## src/design/psci_pkg.sv

```systemverilog
// ----------------------------------------------------------------------------
// psci_pkg
// Shared widths, register codes, luma weights and pipeline payload types
// for the pixel saturation / contrast invert unit.
// ----------------------------------------------------------------------------
package psci_pkg;

  // channel and arithmetic widths
  localparam int CH_W    = 8;
  localparam int SCALE_W = 16;
  localparam int LUMA_W  = 25;
  localparam int NUM_W   = 16;               // ceil numerator d*hi + delta - 1
  localparam int PROD_W  = SCALE_W + CH_W;   // d*scale and scale*delta
  localparam int IDX_W   = 2;

  // configuration register indexes
  localparam logic [IDX_W-1:0] REG_MODE  = 2'd0;
  localparam logic [IDX_W-1:0] REG_SAT   = 2'd1;
  localparam logic [IDX_W-1:0] REG_DARK  = 2'd2;
  localparam logic [IDX_W-1:0] REG_LIGHT = 2'd3;

  // register reset values
  localparam logic [SCALE_W-1:0] SAT_RST   = 16'd4096;
  localparam logic [SCALE_W-1:0] DARK_RST  = 16'd1434;
  localparam logic [SCALE_W-1:0] LIGHT_RST = 16'd2662;

  // mode codes
  localparam logic MODE_SAT      = 1'b0;
  localparam logic MODE_CONTRAST = 1'b1;

  // Rec.709 luma weights, Q0.16, and the half-scale threshold
  localparam logic [LUMA_W-1:0] LUMA_WR   = 25'd13933;
  localparam logic [LUMA_W-1:0] LUMA_WG   = 25'd46871;
  localparam logic [LUMA_W-1:0] LUMA_WB   = 25'd4732;
  localparam logic [LUMA_W-1:0] LUMA_HALF = 25'd8355840;

  localparam logic [CH_W-1:0] CH_MAX = 8'd255;

  // three color channels, index 0 red, 1 green, 2 blue
  typedef logic [2:0][CH_W-1:0] rgb_t;

  // configuration registers as seen by the datapath
  typedef struct packed {
    logic               mode;
    logic [SCALE_W-1:0] sat;
    logic [SCALE_W-1:0] dark;
    logic [SCALE_W-1:0] light;
  } cfg_t;

  // per-pixel info carried down the whole pipe
  typedef struct packed {
    rgb_t            ch;     // channels entering the saturation step
    logic [CH_W-1:0] alpha;
    logic            mode;
    logic            dark;
  } tag_t;

  // after range and scale selection
  typedef struct packed {
    tag_t               tag;
    logic [CH_W-1:0]    hi;
    logic [CH_W-1:0]    delta;
    rgb_t               d;      // hi - ch per channel
    logic [SCALE_W-1:0] scale;
  } front_t;

  // after the multipliers
  typedef struct packed {
    tag_t                   tag;
    logic [CH_W-1:0]        hi;
    logic [CH_W-1:0]        delta;
    logic [2:0][PROD_W-1:0] dscale;
    logic [2:0][NUM_W-1:0]  dhi;
    logic [PROD_W-1:0]      sdelta;
  } prod_t;

  // side info riding along the divider
  typedef struct packed {
    tag_t            tag;
    logic [CH_W-1:0] hi;
    logic            gray;
    logic            capped;
    rgb_t            drop_nc;   // drop when the scale is not capped
  } side_t;

endpackage

```

## src/design/psci_front.sv

```systemverilog
// ----------------------------------------------------------------------------
// psci_front
// Input stages: optional inversion and luma products, then dark decision,
// channel max/min, per-channel distance and scale selection.
// ----------------------------------------------------------------------------
module psci_front (
  input  logic            clk,
  input  logic            rst,
  input  logic            in_valid,
  input  psci_pkg::rgb_t  pix_in,
  input  logic [7:0]      alpha_in,
  input  psci_pkg::cfg_t  cfg,
  output logic            out_valid,
  output psci_pkg::front_t out
);
  import psci_pkg::*;

  // stage A registers
  logic              a_valid;
  rgb_t              a_ch;
  logic [CH_W-1:0]   a_alpha;
  logic              a_mode;
  logic [LUMA_W-1:0] a_pr;
  logic [LUMA_W-1:0] a_pg;
  logic [LUMA_W-1:0] a_pb;

  // stage B next values
  logic [LUMA_W-1:0] luma;
  logic              dark;
  logic [CH_W-1:0]   hi;
  logic [CH_W-1:0]   lo;
  front_t            b_next;

  // stage A: invert in contrast mode, luma weights on the original pixel
  always_ff @(posedge clk) begin
    if (rst) begin
      a_valid <= 1'b0;
    end else begin
      a_valid <= in_valid;
    end
    for (int i = 0; i < 3; i++) begin
      a_ch[i] <= (cfg.mode == MODE_CONTRAST) ? ~pix_in[i] : pix_in[i];
    end
    a_alpha <= alpha_in;
    a_mode  <= cfg.mode;
    a_pr    <= LUMA_WR * LUMA_W'(pix_in[0]);
    a_pg    <= LUMA_WG * LUMA_W'(pix_in[1]);
    a_pb    <= LUMA_WB * LUMA_W'(pix_in[2]);
  end

  // stage B: dark flag, range, distances, scale pick
  always_comb begin
    luma = a_pr + a_pg + a_pb;
    dark = (luma < LUMA_HALF);
    hi = a_ch[0];
    lo = a_ch[0];
    for (int i = 1; i < 3; i++) begin
      if (a_ch[i] > hi) hi = a_ch[i];
      if (a_ch[i] < lo) lo = a_ch[i];
    end
    b_next.tag.ch    = a_ch;
    b_next.tag.alpha = a_alpha;
    b_next.tag.mode  = a_mode;
    b_next.tag.dark  = dark;
    b_next.hi        = hi;
    b_next.delta     = hi - lo;
    for (int i = 0; i < 3; i++) begin
      b_next.d[i] = hi - a_ch[i];
    end
    if (a_mode == MODE_CONTRAST) begin
      b_next.scale = dark ? cfg.dark : cfg.light;
    end else begin
      b_next.scale = cfg.sat;
    end
  end

  always_ff @(posedge clk) begin
    if (rst) begin
      out_valid <= 1'b0;
    end else begin
      out_valid <= a_valid;
    end
    out <= b_next;
  end

endmodule

```

## src/design/psci_mul.sv

```systemverilog
// ----------------------------------------------------------------------------
// psci_mul
// Multiplier stage (distance times scale, distance times max, scale times
// range) and the following stage that decides capping, rounds the uncapped
// drop and forms the numerator for the capped division.
// ----------------------------------------------------------------------------
module psci_mul #(
  parameter int SCALE_FRAC_BITS = 12
) (
  input  logic                       clk,
  input  logic                       rst,
  input  logic                       in_valid,
  input  psci_pkg::front_t           in,
  output logic                       out_valid,
  output logic [2:0][psci_pkg::NUM_W-1:0] num,
  output logic [psci_pkg::CH_W-1:0]  delta,
  output psci_pkg::side_t            side
);
  import psci_pkg::*;

  localparam int CMP_W = PROD_W + 1;
  localparam logic [CMP_W-1:0] RND = CMP_W'((1 << SCALE_FRAC_BITS) - 1);

  // stage C
  logic  c_valid;
  prod_t c;

  // stage D next values
  logic [CMP_W-1:0]      hi_sh;
  logic [2:0][CMP_W-1:0] dsum;
  logic [2:0][CMP_W-1:0] dshift;
  side_t                 d_side;
  logic [2:0][NUM_W-1:0] d_num;

  // stage C: products
  always_ff @(posedge clk) begin
    if (rst) begin
      c_valid <= 1'b0;
    end else begin
      c_valid <= in_valid;
    end
    c.tag   <= in.tag;
    c.hi    <= in.hi;
    c.delta <= in.delta;
    for (int i = 0; i < 3; i++) begin
      c.dscale[i] <= PROD_W'(in.d[i]) * PROD_W'(in.scale);
      c.dhi[i]    <= NUM_W'(in.d[i]) * NUM_W'(in.hi);
    end
    c.sdelta <= PROD_W'(in.scale) * PROD_W'(in.delta);
  end

  // stage D: cap test, rounded-up uncapped drop, ceil numerator
  always_comb begin
    hi_sh         = CMP_W'(c.hi) << SCALE_FRAC_BITS;
    d_side.tag    = c.tag;
    d_side.hi     = c.hi;
    d_side.gray   = (c.delta == '0);
    d_side.capped = (CMP_W'(c.sdelta) >= hi_sh);
    for (int i = 0; i < 3; i++) begin
      dsum[i]   = CMP_W'(c.dscale[i]) + RND;
      dshift[i] = dsum[i] >> SCALE_FRAC_BITS;
      d_side.drop_nc[i] = (dshift[i] > CMP_W'(c.hi)) ? c.hi : dshift[i][CH_W-1:0];
      d_num[i]  = c.dhi[i] + NUM_W'(c.delta) - NUM_W'(1);
    end
  end

  always_ff @(posedge clk) begin
    if (rst) begin
      out_valid <= 1'b0;
    end else begin
      out_valid <= c_valid;
    end
    side  <= d_side;
    num   <= d_num;
    delta <= c.delta;
  end

endmodule

```

## src/design/psci_div.sv

```systemverilog
// ----------------------------------------------------------------------------
// psci_div
// Pipelined restoring divider, one quotient bit per stage, three lanes.
// Gives floor(num / delta); the quotient never exceeds the channel max.
// ----------------------------------------------------------------------------
module psci_div (
  input  logic                             clk,
  input  logic                             rst,
  input  logic                             in_valid,
  input  logic [2:0][psci_pkg::NUM_W-1:0]  num,
  input  logic [psci_pkg::CH_W-1:0]        delta,
  input  psci_pkg::side_t                  side_in,
  output logic                             out_valid,
  output psci_pkg::rgb_t                   quo_out,
  output psci_pkg::side_t                  side_out
);
  import psci_pkg::*;

  localparam int STAGES = CH_W;

  // stage registers
  logic                  vld [STAGES];
  logic [2:0][NUM_W-1:0] rem [STAGES];
  rgb_t                  quo [STAGES];
  logic [CH_W-1:0]       dvs [STAGES];
  side_t                 sd  [STAGES];

  // stage inputs
  logic                  vld_in [STAGES];
  logic [2:0][NUM_W-1:0] rem_in [STAGES];
  rgb_t                  quo_in [STAGES];
  logic [CH_W-1:0]       dvs_in [STAGES];
  side_t                 sd_in  [STAGES];

  for (genvar k = 0; k < STAGES; k++) begin : g_stage
    localparam int B = STAGES - 1 - k;

    logic [NUM_W-1:0]      trial;
    logic [2:0][NUM_W-1:0] rem_next;
    rgb_t                  quo_next;

    // chain to the previous stage
    if (k == 0) begin : g_first
      assign vld_in[k] = in_valid;
      assign rem_in[k] = num;
      assign quo_in[k] = '0;
      assign dvs_in[k] = delta;
      assign sd_in[k]  = side_in;
    end else begin : g_next
      assign vld_in[k] = vld[k-1];
      assign rem_in[k] = rem[k-1];
      assign quo_in[k] = quo[k-1];
      assign dvs_in[k] = dvs[k-1];
      assign sd_in[k]  = sd[k-1];
    end

    // compare and subtract for this quotient bit
    assign trial = NUM_W'(dvs_in[k]) << B;

    always_comb begin
      for (int i = 0; i < 3; i++) begin
        rem_next[i] = rem_in[k][i];
        quo_next[i] = quo_in[k][i];
        if (rem_in[k][i] >= trial) begin
          rem_next[i]    = rem_in[k][i] - trial;
          quo_next[i][B] = 1'b1;
        end
      end
    end

    always_ff @(posedge clk) begin
      if (rst) begin
        vld[k] <= 1'b0;
      end else begin
        vld[k] <= vld_in[k];
      end
      rem[k] <= rem_next;
      quo[k] <= quo_next;
      dvs[k] <= dvs_in[k];
      sd[k]  <= sd_in[k];
    end
  end

  assign out_valid = vld[STAGES-1];
  assign quo_out   = quo[STAGES-1];
  assign side_out  = sd[STAGES-1];

endmodule

```

## src/design/pixel_saturation_contrast_invert_unit.sv

```systemverilog
// ----------------------------------------------------------------------------
// pixel_saturation_contrast_invert_unit: HSV saturation scale / contrast bg
// Pipe: front stages A and B, multiplier stages C and D, the 8-stage divider, output register.
// Throughput: one pixel per clock, busy is always low; results are not stallable.
// Reset: synchronous rst clears the pipe and loads register reset values.
// ----------------------------------------------------------------------------
module pixel_saturation_contrast_invert_unit #(
  parameter int SCALE_FRAC_BITS = 12
) (
  input  logic        clk,
  input  logic        rst,
  // configuration write port
  input  logic        wr_en,
  input  logic [1:0]  wr_index,
  input  logic [15:0] wr_data,
  // input beat
  input  logic        start,
  output logic        busy,
  input  logic [7:0]  red_in,
  input  logic [7:0]  green_in,
  input  logic [7:0]  blue_in,
  input  logic [7:0]  alpha_in,
  // result beat
  output logic        done,
  output logic [7:0]  red_out,
  output logic [7:0]  green_out,
  output logic [7:0]  blue_out,
  output logic [7:0]  alpha_out,
  output logic        input_was_dark
);
  import psci_pkg::*;

  // configuration registers
  cfg_t cfg;

  always_ff @(posedge clk) begin
    if (rst) begin
      cfg.mode  <= MODE_SAT;
      cfg.sat   <= SAT_RST;
      cfg.dark  <= DARK_RST;
      cfg.light <= LIGHT_RST;
    end else if (wr_en) begin
      case (wr_index)
        REG_MODE:  cfg.mode  <= wr_data[0];
        REG_SAT:   cfg.sat   <= wr_data;
        REG_DARK:  cfg.dark  <= wr_data;
        REG_LIGHT: cfg.light <= wr_data;
        default: ;
      endcase
    end
  end

  // pipe accepts every cycle
  assign busy = 1'b0;

  logic                  accept;
  logic                  f_valid;
  front_t                f_out;
  logic                  m_valid;
  logic [2:0][NUM_W-1:0] m_num;
  logic [CH_W-1:0]       m_delta;
  side_t                 m_side;
  logic                  q_valid;
  rgb_t                  q_quo;
  side_t                 q_side;

  assign accept = start & ~busy;

  psci_front u_front (
    .clk       (clk),
    .rst       (rst),
    .in_valid  (accept),
    .pix_in    ({blue_in, green_in, red_in}),
    .alpha_in  (alpha_in),
    .cfg       (cfg),
    .out_valid (f_valid),
    .out       (f_out)
  );

  psci_mul #(
    .SCALE_FRAC_BITS (SCALE_FRAC_BITS)
  ) u_mul (
    .clk       (clk),
    .rst       (rst),
    .in_valid  (f_valid),
    .in        (f_out),
    .out_valid (m_valid),
    .num       (m_num),
    .delta     (m_delta),
    .side      (m_side)
  );

  psci_div u_div (
    .clk       (clk),
    .rst       (rst),
    .in_valid  (m_valid),
    .num       (m_num),
    .delta     (m_delta),
    .side_in   (m_side),
    .out_valid (q_valid),
    .quo_out   (q_quo),
    .side_out  (q_side)
  );

  // final stage: apply drop, then contrast remap
  rgb_t           res;
  rgb_t           fin;
  logic [CH_W:0]  up;
  logic [CH_W-1:0] drop;

  always_comb begin
    up   = '0;
    drop = '0;
    for (int i = 0; i < 3; i++) begin
      drop = q_side.capped ? q_quo[i] : q_side.drop_nc[i];
      res[i] = q_side.gray ? q_side.tag.ch[i] : (q_side.hi - drop);
      if (q_side.tag.mode == MODE_CONTRAST) begin
        if (q_side.tag.dark) begin
          up     = (CH_W+1)'(res[i]) + (CH_W+1)'(CH_MAX);
          fin[i] = up[CH_W:1];
        end else begin
          fin[i] = res[i] >> 1;
        end
      end else begin
        fin[i] = res[i];
      end
    end
  end

  always_ff @(posedge clk) begin
    if (rst) begin
      done <= 1'b0;
    end else begin
      done <= q_valid;
    end
    red_out        <= fin[0];
    green_out      <= fin[1];
    blue_out       <= fin[2];
    alpha_out      <= (q_side.tag.mode == MODE_CONTRAST) ? CH_MAX : q_side.tag.alpha;
    input_was_dark <= q_side.tag.dark;
  end

endmodule

```

## config.mk

```make
export PLATFORM = sky130hd
export DESIGN_NAME = pixel_saturation_contrast_invert_unit
export DESIGN_NICKNAME = d
export VERILOG_FILES = /design/src/design/psci_pkg.sv /design/src/design/psci_front.sv /design/src/design/psci_mul.sv /design/src/design/psci_div.sv /design/src/design/pixel_saturation_contrast_invert_unit.sv
export SDC_FILE = /design/constraint.sdc
export NUM_CORES = 2
export LEC_CHECK = 0
export BUFFER_PORTS_ARGS = -buffer_cell sky130_fd_sc_hd__buf_2
export CELL_PAD_IN_SITES_DETAIL_PLACEMENT = 1
export CELL_PAD_IN_SITES_GLOBAL_PLACEMENT = 2
export CORE_UTILIZATION = 40
export CTS_BUF_LIST = sky130_fd_sc_hd__clkbuf_8
export DETAILED_ROUTE_END_ITERATION = 8
export PLACE_DENSITY_LB_ADDON = 0.1
export SLEW_MARGIN = 20
export SYNTH_ARGS = -nofsm -noshare
export SYNTH_HDL_FRONTEND = slang
export SYNTH_SLANG_ARGS = --single-unit
```

## constraint.sdc

```tcl
create_clock -name clk -period 7.28 [get_ports clk]
set_input_delay 0.728 -clock clk [delete_from_list [all_inputs] [get_ports clk]]
set_output_delay 0.728 -clock clk [all_outputs]
set_load 0.03 [all_outputs]
```

==> flow_metrics.env <==
export IMPL_dieArea_um2=204000
export IMPL_critical_path_class="reg -> reg"
export IMPL_overflow=0
export IMPL_syn_nets=9342
export IMPL_finalMaxSlewViolations=0
export IMPL_cp_top_family="compound AO/OA/AOI/OAI gates"
export IMPL_grt_usage=0.214
export IMPL_reg2reg_depth=24
export IMPL_holdPathEnd="cfg[31]$_SDFFE_PP0P_"
export IMPL_end_kind="register"
export IMPL_finalHoldViolCount=0
export IMPL_io_buffer_count=87
export IMPL_skew_ns=0.0943
export IMPL_path_cells="inv_1, ha_1, a21oi_1, o21ai_1, o21ai_2, nand2_4, mux2i_1, ha_1, nand3_1, a21boi_0, o21ai_0, nand2b_1, or3b_1, a31oi_1, a21o_1, nor2_1, a21oi_1, ha_1, a21o_1, a21o_1, a21o_1, a21oi_1, xnor2_1, xnor2_1"
export IMPL_antenna_found_initial=14
export IMPL_ys_flop_type="dfxtp_1"
export IMPL_rows=164
export IMPL_setup_ws_ns=1.10
export IMPL_cts_sinks=1645
export IMPL_yosys_register_bits=1645
export IMPL_synth_async_reset_ratio=0
export IMPL_arrival_ns=7.07
export IMPL_max_slew_margin=0.198
export IMPL_crit_fanout=15
export IMPL_place_ws_ns=1.22
export IMPL_drt_iter0_drc=1852
export IMPL_hp_start="wr_index[0]"
export IMPL_slowest_stage="mux2i_1"
export IMPL_synth_cell_types=85
export IMPL_first_pass_iters=5
export IMPL_synthCells=7890
export IMPL_max_cap_violations=0
export IMPL_syn_area_um2=80900
export IMPL_timing_rr_end="u_front.out[23]$_DFF_P_"
export IMPL_wl_mm=215
export IMPL_worstHoldPathCells=4
export IMPL_grt_setup_unrepaired="no"
export IMPL_final_common_cell="dfxtp_1"
export IMPL_r2r_start="u_front.a_ch[5]$_DFF_P_"
export IMPL_grt_max_degree=63
export IMPL_cpPeakStageDelay_ns=0.55
export IMPL_mostFrequentLayoutCells="dfxtp_1, inv_1, ha_1"
export IMPL_synth_area_per_cell_um2=10.3
export IMPL_postCtsSetupBuffers=0
export IMPL_numCtsBuffers=295
export IMPL_area_delta_synth_final_pct=12.1
export IMPL_fin_setup_tns_ns=0
export IMPL_clock_root_buffer="clkbuf_8"
export IMPL_drc=0
export IMPL_finalSetupViolCount=0
export IMPL_status="completed"
export IMPL_r2r_slack_ns=1.10
export IMPL_crit_top_cell="a21o_1"
export IMPL_die_h_um=452
export IMPL_ant_nets=0
export IMPL_layout_drive_gt1_share=0.0778
export IMPL_gp_congestion=0.831
export IMPL_hp_class="in -> reg"
export IMPL_yosys_warnings=0
export IMPL_clkTransAtPathRegs_ns=0.06
export IMPL_ys_seq_area_frac=0.407
export IMPL_wl_per_cell_um=19.5
export IMPL_synth_edf_count=0
export IMPL_clk_path_buf_depth=4
export IMPL_via_per_inst=4.84
export IMPL_cts_max_level=5
export IMPL_cp_required_ns=8.17
export IMPL_cts_tree="yes"
export IMPL_fin_nets=9636
export IMPL_finalCriticalPeriod_ns=6.19
export IMPL_grt_pass1_vias=58447
export IMPL_max_freq_ghz=0.162
export IMPL_cp_num_buf_inv=1
export IMPL_grt_pass1_wl_mm=337
export IMPL_fin_hold_ws_ns=0.147
export IMPL_tightest_slew_ns=1.19
export IMPL_dr_total_vias=53447
export IMPL_clock_latency_ns=1.03
export IMPL_start_kind="register"
export IMPL_place_hpwl_mm=171
export IMPL_fin_crit_sh=0.850
export IMPL_die_w_um=452
export IMPL_ios=89
export IMPL_initial_utilization=0.404
export IMPL_core_um2=200000
[worst max-delay path by stage]
stage	startpoint	end	slack [ns]	cells after the start
6_report	u_front.a_ch[5]$_DFF_P_	u_front.out[23]$_DFF_P_	1.10	24
3_5_place_dp	u_front.out[0]$_DFF_P_	u_mul.c[23]$_DFF_P_	1.22	20
3_3_place_gp	u_front.out[42]$_DFF_P_	u_mul.c[23]$_DFF_P_	1.31	18
2_1_floorplan	u_front.out[42]$_DFF_P_	u_mul.c[23]$_DFF_P_	2.03	19
5_1_grt	u_front.a_ch[7]$_DFF_P_	u_front.out[31]$_DFF_P_	0.73	24
4_1_cts	u_front.out[0]$_DFF_P_	u_mul.c[23]$_DFF_P_	1.16	20
[cell usage after synthesis, types with 15 or more instances]
library cell	instances	share of area
dfxtp_1	1645	0.41
inv_1	1022	0.047
ha_1	824	0.13
nand2_1	617	0.029
fa_1	574	0.14
and2_1	434	0.034
a21oi_1	401	0.025
nor2_1	365	0.017
xnor2_1	265	0.029
o21ai_0	256	0.016
a21o_1	187	0.017
clkbuf_1	186	0.0086
xor2_1	162	0.018
nand2b_1	102	0.0079
nor2b_1	100	0.0077
mux2i_1	81	0.010
nand3_1	78	0.0048
nor3_1	76	0.0047
a21boi_0	53	0.0049
nor4_1	45	0.0035
nand4_1	39	0.0030
a211oi_1	29	0.0027
o31ai_1	29	0.0027
mux2_2	27	0.0038
and3_1	23	0.0018
o21bai_1	21	0.0019
or2_2	20	0.0015
nand3b_1	16	0.0015
or4_1	16	0.0015
or3_1	15	0.0012
[tightest hold or removal path, cell delays in order]
cell	delay (ns)
buf_2	0.13
nor2_1	0.09
nand2_1	0.07
a21oi_1	0.05
[what timing repair did]
item / 4_1_cts / 5_1_grt
hold endpoints to repair: 68 / 0
hold buffers: 35 / 0
gates resized for setup: 0 / 0
[metal layers]
layer / GRT usage / up-vias / wire (um) / part of all wire
met3: 0.0307 / 343 / 6360 / 0.030
met4: 0.0612 / 0 / 5630 / 0.026
met1: 0.274 / 26272 / 99000 / 0.46
met5: 0 / - / 0 / 0
met2: 0.372 / 692 / 104000 / 0.48
li1: - / 26140 / - / -
[cell families after synthesis]
group           count (synthesis)  share of synthesized area
simple gates                 1993                      0.123
fa+ha+maj                    1399                      0.269
compound gates               1095                     0.0830
buf+inv                      1221                     0.0569
xor+xnor                      427                     0.0462
other cells                     1                  0.0000463
flops                        1645                      0.407
mux                           109                     0.0141
[layout make-up]
cell class | count | area (um^2)
fillers | 22181 | 110000
clock buffers | 351 | 4830
diodes | 7 | 17.5
well taps | 2656 | 3320
clock inverters | 145 | 1070
repair buffers | 193 | 1320
flip-flops and latches | 1645 | 32900
multi-input cells | 5024 | 43400
inverters | 1025 | 3850
[sequential cells by signal (all words and copies together), names as in the netlist, 48 cells and up]
register,cells
u_div.sd,544
u_div.rem,336
u_mul.c,194
u_div.quo,108
u_front.out,90
u_mul.side,68
u_div.dvs,56
cfg,49
u_mul.num,48
[through the flow]
stage	cells	area [um^2]	utilization
after floorplan	7890	80900	-
after global placement	10508	84500	0.421
after detailed placement	10508	84500	0.421
after CTS	11039	90700	0.453
after global routing	11043	90800	0.453
final	11046	90800	0.453
Power is left out: the tool's default activity adds up to more than one toggle a clock period on the data nets, which glitch-free logic cannot reach.
